File: config.mk
export PLATFORM = sky130hd
export DESIGN_NAME = nixie_time_date_word_encoder
export DESIGN_NICKNAME = d
export VERILOG_FILES = /design/src/design/ntde_pkg.sv /design/src/design/ntde_word.sv /design/src/design/nixie_time_date_word_encoder.sv
export SDC_FILE = /design/constraint.sdc
export NUM_CORES = 1
export LEC_CHECK = 0
export ABC_AREA = 0
export BUFFER_PORTS_ARGS = -buffer_cell sky130_fd_sc_hd__clkbuf_2
export CAP_MARGIN = 20
export CORE_ASPECT_RATIO = 0.5
export CORE_MARGIN = 3
export CORE_UTILIZATION = 60
export CTS_BUF_LIST = sky130_fd_sc_hd__clkbuf_8
export DETAILED_ROUTE_END_ITERATION = 12
export PLACE_DENSITY = 0.78
export SLEW_MARGIN = 10
export SYNTH_ARGS = -nofsm -noshare
export SYNTH_HDL_FRONTEND = slang
export SYNTH_HIERARCHICAL = 1
export SYNTH_SLANG_ARGS = --single-unit
export TNS_END_PERCENT = 10
File: constraint.sdc
create_clock -name clk_i -period 6.2 [get_ports clk_i]
set_clock_uncertainty 0.2 [all_clocks]
set_input_delay 0.62 -clock clk_i [delete_from_list [all_inputs] [get_ports clk_i]]
set_output_delay 0.62 -clock clk_i [all_outputs]
set_load 0.005 [all_outputs]
File: src/design/ntde_pkg.sv
// Package for the nixie time/date word encoder.
// Holds the item and config types, register indexes and digit helpers.
// No dependencies.
`default_nettype none

package ntde_pkg;

  localparam logic [3:0] BlankCode = 4'hC;
  localparam logic [7:0] TopByte   = 8'hCC;
  localparam logic [5:0] WinFirst  = 6'd45;
  localparam logic [5:0] WinLast   = 6'd52;
  localparam logic [4:0] Noon      = 5'd12;

  typedef enum logic [2:0] {
    CFG_TWELVE_HOUR  = 3'd0,
    CFG_LEADING_ZERO = 3'd1,
    CFG_DATE_FORMAT  = 3'd2,
    CFG_ALT_INTERVAL = 3'd3,
    CFG_ALT_INVERT   = 3'd4,
    CFG_TIME_MODE    = 3'd5,
    CFG_INDICATOR    = 3'd6
  } cfg_idx_e;

  typedef enum logic [2:0] {
    IND_NONE    = 3'd0,
    IND_STEADY  = 3'd1,
    IND_BLINK   = 3'd2,
    IND_PM      = 3'd3,
    IND_ALT_LO  = 3'd4,
    IND_ALT_HI  = 3'd5
  } ind_mode_e;

  typedef struct packed {
    logic [4:0] hour;
    logic [5:0] minute;
    logic [5:0] second;
    logic [2:0] weekday;
    logic [4:0] day_of_month;
    logic [3:0] month;
  } in_t;

  typedef struct packed {
    logic [31:0] display_word;
    logic [2:0]  colons;
    logic        showing_time;
  } out_t;

  typedef struct packed {
    logic       twelve_hour;
    logic       leading_zero;
    logic       date_format;
    logic [7:0] alternate_interval;
    logic       alternate_invert;
    logic       time_mode;
    logic [2:0] indicator_mode;
  } cfg_t;

  // Tens digit for 0..63 by reciprocal multiply (13/128 ~ 1/10).
  function automatic logic [3:0] div10(input logic [5:0] v);
    logic [9:0] p;
    p = 10'(v) * 10'd13;
    return {1'b0, p[9:7]};
  endfunction

  // Swapped-nibble BCD byte: units in the high nibble, tens in the low.
  function automatic logic [7:0] swap_bcd(input logic [5:0] v);
    logic [3:0] t;
    logic [5:0] u;
    t = div10(v);
    u = v - (6'(t) * 6'd10);
    return {u[3:0], t};
  endfunction

endpackage

`default_nettype wire

File: src/design/ntde_word.sv
// Final encode stage logic of the nixie time/date word encoder.
// Builds the display word, colon code and time flag. Depends on ntde_pkg.
`default_nettype none

module ntde_word import ntde_pkg::*; (
  input  in_t        item_i,
  input  logic [7:0] rem_i,
  input  cfg_t       cfg_i,
  output out_t       res_o
);

  logic       win;
  logic       show_time;
  logic       pm;
  logic [4:0] h12;
  logic [7:0] hour_b;
  logic [7:0] min_b;
  logic [7:0] day_b;
  logic [7:0] mon_b;
  logic [7:0] b0;
  logic [7:0] b1;
  logic [3:0] ampm;
  logic [3:0] code_lo;
  logic [3:0] code_hi;
  logic [2:0] colons;

  always_comb begin
    win = (cfg_i.alternate_interval != 8'd0) && (rem_i == 8'd0) &&
          (item_i.second >= WinFirst) && (item_i.second <= WinLast);
    show_time = cfg_i.time_mode ^ (win ^ cfg_i.alternate_invert);
    pm = (item_i.hour >= Noon);

    h12 = item_i.hour;
    if (cfg_i.twelve_hour) begin
      if (item_i.hour > Noon) begin
        h12 = item_i.hour - Noon;
      end else if (item_i.hour == 5'd0) begin
        h12 = Noon;
      end
    end
    hour_b = swap_bcd({1'b0, h12});
    if ((h12 < 5'd10) && !cfg_i.leading_zero) begin
      hour_b[3:0] = BlankCode;
    end

    min_b = swap_bcd(item_i.minute);
    day_b = swap_bcd({1'b0, item_i.day_of_month});
    mon_b = swap_bcd({2'b00, item_i.month});

    if (show_time) begin
      b0 = hour_b;
      b1 = min_b;
    end else begin
      b0 = cfg_i.date_format ? mon_b : day_b;
      b1 = cfg_i.date_format ? day_b : mon_b;
    end

    ampm = (cfg_i.twelve_hour && show_time) ? {3'b000, pm} : BlankCode;
    unique case (item_i.weekday)
      3'd0:    code_lo = (ampm == BlankCode) ? 4'd8 : ampm + 4'd10;
      3'd1:    code_lo = (ampm == BlankCode) ? 4'd9 : ampm + 4'd13;
      default: code_lo = ampm;
    endcase
    code_hi = (item_i.weekday >= 3'd2) ? {1'b0, item_i.weekday - 3'd2} : BlankCode;

    unique case (ind_mode_e'(cfg_i.indicator_mode))
      IND_STEADY: colons = 3'd1;
      IND_BLINK:  colons = {2'b00, item_i.second[0]};
      IND_PM:     colons = {2'b00, pm};
      IND_ALT_LO: colons = item_i.second[0] ? 3'd2 : 3'd3;
      IND_ALT_HI: colons = item_i.second[0] ? 3'd4 : 3'd5;
      default:    colons = 3'd0;
    endcase

    res_o.display_word = {TopByte, code_hi, code_lo, b1, b0};
    res_o.colons       = show_time ? colons : 3'd0;
    res_o.showing_time = show_time;
  end

endmodule

`default_nettype wire

File: src/design/nixie_time_date_word_encoder.sv
// Nixie time/date word encoder: four register stages, one item per cycle
// while the output is not stalled. An accepted item passes through the 3
// remainder stages and then the output register. Throughput is set by the
// 2-bit-per-stage minute remainder pipeline; bubbles collapse under stall.
// Reset: asynchronous active low; clears valid bits and loads register
// defaults (time_mode = 1, all others 0). Depends on ntde_pkg, ntde_word.
`default_nettype none

module nixie_time_date_word_encoder import ntde_pkg::*; (
  input  logic       clk_i,
  input  logic       rst_ni,
  input  logic       in_valid_i,
  output logic       in_stall_o,
  input  in_t        in_data_i,
  output logic       out_valid_o,
  input  logic       out_stall_i,
  output out_t       out_data_o,
  input  logic       cfg_we_i,
  input  logic [2:0] cfg_idx_i,
  input  logic [7:0] cfg_wdata_i
);

  // One restoring-remainder step: shift in the next minute bit, subtract
  // the interval when it fits. For a nonzero interval the partial remainder stays below it.
  function automatic logic [7:0] rem_step(input logic [7:0] rem,
                                          input logic       nbit,
                                          input logic [7:0] div);
    logic [8:0] t;
    logic [8:0] diff;
    t    = {rem, nbit};
    diff = t - {1'b0, div};
    return (t >= {1'b0, div}) ? diff[7:0] : t[7:0];
  endfunction

  // Configuration registers.
  cfg_t cfg_q;

  always_ff @(posedge clk_i or negedge rst_ni) begin
    if (!rst_ni) begin
      cfg_q <= '{twelve_hour: 1'b0, leading_zero: 1'b0, date_format: 1'b0,
                 alternate_interval: 8'd0, alternate_invert: 1'b0,
                 time_mode: 1'b1, indicator_mode: 3'd0};
    end else if (cfg_we_i) begin
      unique case (cfg_idx_e'(cfg_idx_i))
        CFG_TWELVE_HOUR:  cfg_q.twelve_hour        <= cfg_wdata_i[0];
        CFG_LEADING_ZERO: cfg_q.leading_zero       <= cfg_wdata_i[0];
        CFG_DATE_FORMAT:  cfg_q.date_format        <= cfg_wdata_i[0];
        CFG_ALT_INTERVAL: cfg_q.alternate_interval <= cfg_wdata_i;
        CFG_ALT_INVERT:   cfg_q.alternate_invert   <= cfg_wdata_i[0];
        CFG_TIME_MODE:    cfg_q.time_mode          <= cfg_wdata_i[0];
        CFG_INDICATOR:    cfg_q.indicator_mode     <= cfg_wdata_i[2:0];
        default: ;  // drop writes beyond the register list
      endcase
    end
  end

  // Pipeline: stages 1..3 carry the item and the partial minute remainder
  // (two bits per stage, MSB first); stage 4 is the output register.
  logic       v1_q, v2_q, v3_q, out_v_q;
  in_t        d1_q, d2_q, d3_q;
  logic [7:0] r1_q, r2_q, r3_q;
  logic [7:0] r1_d, r2_d, r3_d;
  out_t       res_d, out_q;
  logic       en1, en2, en3, en4;

  // A stage advances when it is empty or its successor advances.
  assign en4 = !out_v_q || !out_stall_i;
  assign en3 = !v3_q || en4;
  assign en2 = !v2_q || en3;
  assign en1 = !v1_q || en2;

  assign in_stall_o = !en1;

  always_comb begin
    r1_d = rem_step(8'd0, in_data_i.minute[5], cfg_q.alternate_interval);
    r1_d = rem_step(r1_d, in_data_i.minute[4], cfg_q.alternate_interval);
    r2_d = rem_step(r1_q, d1_q.minute[3], cfg_q.alternate_interval);
    r2_d = rem_step(r2_d, d1_q.minute[2], cfg_q.alternate_interval);
    r3_d = rem_step(r2_q, d2_q.minute[1], cfg_q.alternate_interval);
    r3_d = rem_step(r3_d, d2_q.minute[0], cfg_q.alternate_interval);
  end

  // Final encode from the stage-3 item and the full remainder.
  ntde_word u_word (
    .item_i (d3_q),
    .rem_i  (r3_q),
    .cfg_i  (cfg_q),
    .res_o  (res_d)
  );

  // Valid bits.
  always_ff @(posedge clk_i or negedge rst_ni) begin
    if (!rst_ni) begin
      v1_q    <= 1'b0;
      v2_q    <= 1'b0;
      v3_q    <= 1'b0;
      out_v_q <= 1'b0;
    end else begin
      if (en1) v1_q    <= in_valid_i;
      if (en2) v2_q    <= v1_q;
      if (en3) v3_q    <= v2_q;
      if (en4) out_v_q <= v3_q;
    end
  end

  // Payload registers: load only when the stage advances, hold otherwise.
  always_ff @(posedge clk_i) begin
    if (en1) begin
      d1_q <= in_data_i;
      r1_q <= r1_d;
    end
    if (en2) begin
      d2_q <= d1_q;
      r2_q <= r2_d;
    end
    if (en3) begin
      d3_q <= d2_q;
      r3_q <= r3_d;
    end
    if (en4) begin
      out_q <= res_d;
    end
  end

  assign out_valid_o = out_v_q;
  assign out_data_o  = out_q;

  // Assertions.
  a_top_byte: assert property (@(posedge clk_i) disable iff (!rst_ni)
    out_v_q |-> (out_q.display_word[31:24] == TopByte))
    else $error("top byte of display word is not blank pair");

  a_date_no_colons: assert property (@(posedge clk_i) disable iff (!rst_ni)
    (out_v_q && !out_q.showing_time) |-> (out_q.colons == 3'd0))
    else $error("colons set while date shown");

  a_stall_only_full: assert property (@(posedge clk_i) disable iff (!rst_ni)
    in_stall_o |-> (v1_q && v2_q && v3_q && out_v_q))
    else $error("input stalled with a bubble in the pipeline");

  a_advance: assert property (@(posedge clk_i) disable iff (!rst_ni)
    (v3_q && en4) |=> out_v_q)
    else $error("stage 3 item lost on advance");

endmodule

`default_nettype wire
==> results of run 1 <==
-- how the worst max path moves through the flow --
stage,to,slack (ns)
2_1_floorplan,r2_q[1],1.51
3_3_place_gp,out_data_o[11],1.30
3_5_place_dp,out_data_o[11],1.15
4_1_cts,out_data_o[11],1.11
5_1_grt,out_data_o[11],0.65
6_report,out_data_o[11],1.09
-- routing by layer --
metal	global-route usage, %	routed length, um	vias to the layer above
li1	-	-	3055
met1	29.0	8340	3024
met2	35.8	8570	185
met3	4.72	821	38
met4	8.61	555	0
met5	0	0	-
-- final cells by class --
cell class              instances  area (sq um)
clock buffers                  18           248
multi-input cells             522          4390
repair buffers                 90           493
clock inverters                14           158
flip-flops and latches        167          4920
inverters                      74           280
fillers                      1114          4880
well taps                     204           255
-- cell usage in the layout (no fill, tap or decap), drive strengths merged, types with 11 or more instances in the layout --
cell    count
edfxtp    147
ha        101
clkbuf    100
inv        80
nor2       43
o21ai      35
mux2       35
nand2      34
a21oi      29
xnor2      20
dfrtp      19
mux2i      18
o21a       12
xor2       12
nand4      11
nor2b      11
fa         11
nor3       11
-- critical path: cells and delay by family, from the launching register on --
kind,cells,cell delay (ns)
buffers and inverters,4,0.29
and+or+nand+nor,2,0.42
DFF,1,0.51
adders and majority gates,6,1.37
AOI/OAI and AO/OA,8,2.03
-- synthesized netlist by cell type (3+ instances only) --
library cell | n | area [sq um]
nor2b_1 | 11 | 68.8
o31ai_1 | 6 | 45.0
o31a_1 | 6 | 52.6
nand2_1 | 33 | 124
o21bai_1 | 4 | 30.0
o21a_1 | 12 | 90.1
xor2_1 | 11 | 96.3
o22ai_1 | 3 | 18.8
fa_1 | 11 | 220
a21oi_1 | 28 | 140
or3_1 | 5 | 31.3
buf_6 | 4 | 45.0
nand4b_1 | 4 | 35.0
and2_1 | 4 | 25.0
nand3_1 | 8 | 40.0
o21ai_0 | 33 | 165
mux2i_1 | 18 | 180
dfrtp_1 | 19 | 475
nor4_1 | 3 | 18.8
edfxtp_1 | 147 | 4410
inv_1 | 73 | 274
ha_1 | 101 | 1260
mux2_2 | 32 | 360
clkbuf_1 | 4 | 15.0
nor3b_1 | 8 | 60.1
xnor3_1 | 3 | 67.6
mux2_1 | 3 | 33.8
xnor2_1 | 20 | 175
a31oi_1 | 3 | 18.8
a211oi_1 | 8 | 60.1
nand4_1 | 11 | 68.8
buf_4 | 12 | 90.1
o211a_1 | 3 | 30.0
nor2_1 | 43 | 161
nand2b_1 | 10 | 62.6
nor3_1 | 10 | 50.1
a21o_1 | 10 | 75.1
-- state kept, by name, summed over array words and instances (netlist names) --
register and flops:
v2_q 1, v3_q 1, out_data_o 36, r2_q 8, cfg_q 16, r3_q 8
d2_q 29, out_valid_o 1, d3_q 29, r1_q 8, v1_q 1, d1_q 29
-- report_power, final --
group,internal (mW),switching [mW]
registers,1.59,0.139
logic,1.25,1.41
clock network,0.315,0.467
total,3.15,2.02
-- repair_timing --
item	CTS	global route
endpoints found under the setup margin	0	0
endpoints found under the hold margin	19	0
hold buffers	1	0
-- logic make-up (layout without fill, tap and decap cells) --
| family | Yosys count | after routing | share of synthesized area (%) |
|---|---|---|---|
| AO/OA/AOI/OAI | 145 | 145 | 10.6 |
| flip-flops | 167 | 167 | 50.6 |
| XOR/XNOR | 35 | 35 | 3.66 |
| other | 2 | 9 | 0.0773 |
| adder cells (fa/ha/maj) | 112 | 112 | 15.3 |
| buffers and inverters | 96 | 196 | 4.52 |
| multiplexers | 53 | 53 | 5.91 |
| AND/OR/NAND/NOR | 168 | 168 | 9.30 |
==> reports/results.txt, run 1 <==
Outcome - complete, no violations
Critical path, cell by cell - inv_1 > ha_1 > nor3b_1 > o21ai_0 > a32oi_1 > ha_1 > inv_1 > ha_1 > ha_1 > a2111oi_0 > o41a_1 > o21ai_0 > nand4_1 > inv_1 > ha_1 > inv_1 > ha_1 > o21ai_0 > a211oi_1 > a211oi_1
GR Overflow Total - 0
Share of cells above drive strength 1 - 19.7%
Max_slew headroom - 39.0%
Dpl cells - 1055
Core region area - 0.0156 sq mm
HPWL Detailed - 13.3 mm
Setup violators final - 0
CP Capture Type - flop
Final period util - 82.5%
Slew @ Worst Pin - 0.915 ns
Max VDD drop - 0.000291 V
Worst-Skew Late Latency - 0.46 ns
Sink of the worst hold path - d1_q[21]
Setup TNS - 0 ns
Root buffer selected by CTS - clkbuf_8
Worst path slowest cell - a2111oi_0
Most frequent CP cell - ha_1
Initial antenna violation count - 0
Worst Setup Start Kind - flop
Syn Std Cell Area - 0.00971 sq mm
Routed len/inst - 16.8 um
Antenna-violating nets left - 0
Clock sinks - 167
Hold Crit Depth - 1
Initial Util - 62.2%
Post-Syn Instances - 778
CTS tree - built
FF-to-FF path depth - 20
Fmax - 196 MHz
Routability cong. - 0.885
Port Buffers - 82
RR Startpoint - d3_q[26]
Min-delay src - in_data_i[21]
Total power - 5.16 mW
Largest net degree at the start of global routing - 40
Reg clk slew, reported paths - 0.10 ns
Critical path's largest stage delay - 0.56 ns
Htree depth - 4
Global router's overall resource usage - 21.9%
Post-synth cell types - 78
Final nets - 1029
FP Rows - 32
Hold_ws - 0.128 ns
First-pass GRT wire length - 30.2 mm
Seq/Total Area, Yosys - 50.6%
Worst EP required - 6.16 ns
DR pass1 iterations - 5
R2r endpoint - out_data_o[11]
Pwr Density - 481 mW/mm^2
Final non-filler cell total - 1089
Hold Vio Cnt, Final - 0
Post-DR vias/cell - 5.79
# Post-CTS Setup Buffers - 0
Final core occ - 68.8%
Avg Cell Area, Syn - 12.5 sq um
Post-synth EDFFs - 147
Cts bufs inserted - 17
Ys Warns - 6
Ant. Diodes - 0
Crit path DAT - 5.08 ns
P&R area growth vs syn - 10.6%
Main flop type after synthesis - edfxtp_1
Post-synthesis async set-or-reset flop share - 12.0%
Synth Register Bits - 167
Max Cap Violations - 0
Dpl ws - 1.15 ns
Leakage - 4.69 nW
Die height - 96.0 um
Number of global-route vias before repair - 6251
DP Area - 0.0103 sq mm
Clk buf depth - 2
RSZ-0062 raised after global routing - no
# IOs - 83
Worst Setup SP - d3_q[26]
Design area - 0.0107 sq mm
Period minus WS final - 5.11 ns
CP Class - reg2reg
DR DRC count - 0
Setup slack after layout - 1.09 ns
Iteration-0 DRC count of the detailed router - 372
Die Area - 0.0178 sq mm
Vias after detailed routing - 6302
Crit path max fanout - 8
Final Slew Violations - 0
Cells resized by post-CTS repair - 0
Horiz. Die Dim - 186 um
Flop-to-flop setup slack - 1.09 ns
Post-Route WL - 18.3 mm
Hold Crit Class - in2reg
Note: power is estimated with default switching activity, not from simulation.
==> run 2: changes to the inputs <==
ABC_AREA = 1   (was 0)
clock period = 4.8 ns   (was 6.2 ns; I/O delays follow)
==> run 2 against run 1 <==
  * Global-route usage up 2.5 points
  * Synthesized cell count up 32%
  * Sequential share of layout area down 2.4 points
  * Clock power up 34%
  * Worst setup slack worse by 0.62 ns
  * Register-to-register slack worse by 0.62 ns
  * Combinational power down 2%
  * Synthesized area up 3.1%
  * Critical path depth up 5
  * Hold slack worse by 0.042 ns
  * Via count up 18%
  * Critical endpoint unchanged
==> reports/results.txt, run 2 <==
Share of cells above drive strength 1 - 15.3% (was 19.7%)
Setup TNS - 0 ns (unchanged)
Hold Crit Class - in2reg (unchanged)
Htree depth - 4 (unchanged)
Die height - 97.4 um (was 96.0 um)
Cts bufs inserted - 17 (unchanged)
Crit path DAT - 4.36 ns (was 5.08 ns)
Max Cap Violations - 0 (unchanged)
Most frequent cells in the layout - nand2_1 (261), edfxtp_1 (147), inv_1 (139) (was edfxtp_1 (147), ha_1 (101), clkbuf_2 (82))
Max VDD drop - 0.000231 V (was 0.000291 V)
Total power - 5.77 mW (was 5.16 mW)
DP Area - 0.0106 sq mm (was 0.0103 sq mm)
Cell taking the most area after synthesis - edfxtp_1 (unchanged)
Final Slew Violations - 0 (unchanged)
First-pass GRT wire length - 35.8 mm (was 30.2 mm)
Post-synth cell types - 50 (was 78)
Setup violators final - 0 (unchanged)
Core region area - 0.0159 sq mm (was 0.0156 sq mm)
Period minus WS final - 4.33 ns (was 5.11 ns)
Root buffer selected by CTS - clkbuf_8 (unchanged)
Outcome - complete, no violations (unchanged)
Synth Register Bits - 167 (unchanged)
CTS Hold Bufs - 28 (was 1)
HPWL Detailed - 15.6 mm (was 13.3 mm)
Slew @ Worst Pin - 0.691 ns (was 0.915 ns)
Main flop type after synthesis - edfxtp_1 (unchanged)
Most common cell after layout, fill and taps aside - nand2_1 (was edfxtp_1)
GR Overflow Total - 0 (unchanged)
Post-DR vias/cell - 5.37 (was 5.79)
Post-synth EDFFs - 147 (unchanged)
Worst EP required - 4.82 ns (was 6.16 ns)
Antenna-violating nets left - 0 (unchanged)
Vias after detailed routing - 7432 (was 6302)
Max_slew headroom - 53.8% (was 39.0%)
Clock power frac - 18.2% (was 15.1%)
Max FFs per register - 36 (unchanged)
Number of global-route vias before repair - 7375 (was 6251)
RSZ-0062 raised after global routing - no (unchanged)
Hold_ws - 0.0863 ns (was 0.128 ns)
# IOs - 83 (unchanged)
Syn Std Cell Area - 0.0100 sq mm (was 0.00971 sq mm)
CP Capture Type - flop (unchanged)
Ant. Diodes - 0 (unchanged)
Hold Vio Cnt, Final - 0 (unchanged)
Final nets - 1306 (was 1029)
Avg Cell Area, Syn - 9.76 sq um (was 12.5 sq um)
Pwr Density - 509 mW/mm^2 (was 481 mW/mm^2)
Net Sw Frac - 41.8% (was 39.0%)
Count leader, synth - nand2_1 (was edfxtp_1)
Initial Util - 63.2% (was 62.2%)
Final period util - 90.3% (was 82.5%)
Reg clk slew, reported paths - 0.11 ns (was 0.10 ns)
Cells resized by post-CTS repair - 0 (unchanged)
DR DRC count - 0 (unchanged)
Post-synthesis async set-or-reset flop share - 12.0% (unchanged)
Worst-Skew Late Latency - 0.46 ns (about the same)
Post-Syn Instances - 1026 (was 778)
Leakage - 5.53 nW (was 4.69 nW)
Routed len/inst - 15.4 um (was 16.8 um)
Seq/Total Area, Yosys - 49.1% (was 50.6%)
Worst Setup Start Kind - flop (unchanged)
Largest net degree at the start of global routing - 40 (unchanged)
Iteration-0 DRC count of the detailed router - 434 (was 372)
CTS tree - built (unchanged)
Internal power - 3.36 mW (was 3.15 mW)
Area contributors post-synth - edfxtp_1 (44%), ha_1 (13%), nand2_1 (9.8%) (was edfxtp_1 (45%), ha_1 (13%), dfrtp_1 (4.9%))
P&R area growth vs syn - 13.2% (was 10.6%)
Ys Warns - 6 (unchanged)
Fmax - 231 MHz (was 196 MHz)
Post-Route WL - 21.3 mm (was 18.3 mm)
DR pass1 iterations - 7 (was 5)
P_sw - 2.41 mW (was 2.02 mW)
# Post-CTS Setup Buffers - 0 (unchanged)
Synth top area share - 44.1% (was 45.5%)
CP Class - reg2reg (unchanged)
Port Buffers - 82 (unchanged)
Horiz. Die Dim - 189 um (was 186 um)
FP Rows - 32 (unchanged)
Clk buf depth - 2 (unchanged)
Synth top cells by count - nand2_1 (261), edfxtp_1 (147), inv_1 (139) (was edfxtp_1 (147), ha_1 (101), inv_1 (73))
Global router's overall resource usage - 24.4% (was 21.9%)
Design area - 0.0113 sq mm (was 0.0107 sq mm)
Crit path max fanout - 4 (was 8)
Clock sinks - 167 (unchanged)
Comb pwr share - 45.1% (was 51.4%)
Sequential share of power - 36.7% (was 33.4%)
Routability cong. - 0.934 (was 0.885)
Die Area - 0.0184 sq mm (was 0.0178 sq mm)
Initial antenna violation count - 0 (unchanged)
## run 2: changes by cell type after synthesis, moves of 9 or more
cell and change:
nor2_1 +9, o21a_1 -9, nand3_1 +79, inv_1 +66
mux2i_1 -18, nand2_1 +228, nand2b_1 -10, a21oi_1 +13
xnor2_1 -9, mux2_2 -32, nor2b_1 -11, nand2_2 +11
o21ai_0 -24
## run 2: routing by layer
layer | vias to the layer above | track usage (%) | wire [um]
met1 | 3492 | 31.4 | 9370
met3 | 34 | 4.54 | 1170
met4 | 0 | 6.92 | 334
met5 | - | 0 | 0
li1 | 3661 | - | -
met2 | 245 | 42.5 | 10400
## run 2: power groups by stage
stage               Combinational (mW)  Clock (mW)  Sequential, mW
finish                            2.60        1.05            2.12
global route                      2.97        1.13            2.15
CTS                               2.57        1.06            2.12
detailed placement                2.52           0            2.15
global placement                  2.42           0            2.14
floorplan                         1.95           0            2.11
## run 2: per-stage QoR
step | worst slack (ns) | utilization, % | cells
6_report | 0.467 | 71.5 | 1383
5_1_grt | 0.189 | 71.5 | 1383
4_1_cts | 0.567 | 71.4 | 1382
3_5_place_dp | 0.625 | 66.9 | 1322
3_3_place_gp | 0.865 | 66.9 | 1322
2_1_floorplan | 0.190 | - | 1033
## run 2: cell families (layout without fill, tap and decap cells)
kind of cell / Yosys count / in the layout / synth area share [%]
and+or+nand+nor: 475 / 475 / 21.8
other: 2 / 9 / 0.0750
AOI/OAI and AO/OA: 77 / 77 / 4.64
buffers and inverters: 163 / 292 / 6.96
adders and majority gates: 112 / 112 / 14.8
DFF: 167 / 167 / 49.1
xor gates and xnor gates: 30 / 30 / 2.62
## run 2: final timing paths
| check | start | to | slack, ns | cells past startpoint |
|---|---|---|---|---|
| worst max-delay path | d3_q[26] | out_data_o[11] | 0.47 | 25 |
| worst min-delay path | in_data_i[23] | d1_q[23] | 0.09 | 1 |
| worst max register to register | d3_q[26] | out_data_o[11] | 0.47 | 25 |
| worst min register to register | d2_q[17] | d3_q[17] | 0.22 | 0 |
| max in group asynchronous | rst_ni | v1_q | 3.68 | 2 |
| min in group asynchronous | rst_ni | cfg_q[15] | 0.33 | 2 |
## run 2: cell type report
| cell class | instances | area (sq um) |
|---|---|---|
| multi-input cells | 703 | 4430 |
| inverters | 144 | 541 |
| fillers | 1152 | 4520 |
| clock inverters | 15 | 203 |
| repair buffers | 116 | 738 |
| well taps | 221 | 277 |
| flip-flops and latches | 167 | 4920 |
| clock buffers | 17 | 234 |
## run 2: worst max-delay path, stage by stage (launching register included)
cell and delay (ns):
edfxtp_1 0.45, ha_1 0.28, nand3_1 0.14, nand3_2 0.12
nand3_2 0.11, nand2_1 0.10, ha_1 0.33, fa_1 0.48
ha_1 0.30, and3_1 0.16, nand3_1 0.08, nand2_1 0.07
nand2_1 0.11, nand2_1 0.09, nand2_1 0.11, nand2_1 0.09
ha_1 0.19, inv_1 0.06, ha_1 0.14, inv_1 0.05
nand2_1 0.06, nand2_1 0.05, nand2_1 0.09, nand3_1 0.10
nand3_1 0.08, nand2_1 0.06
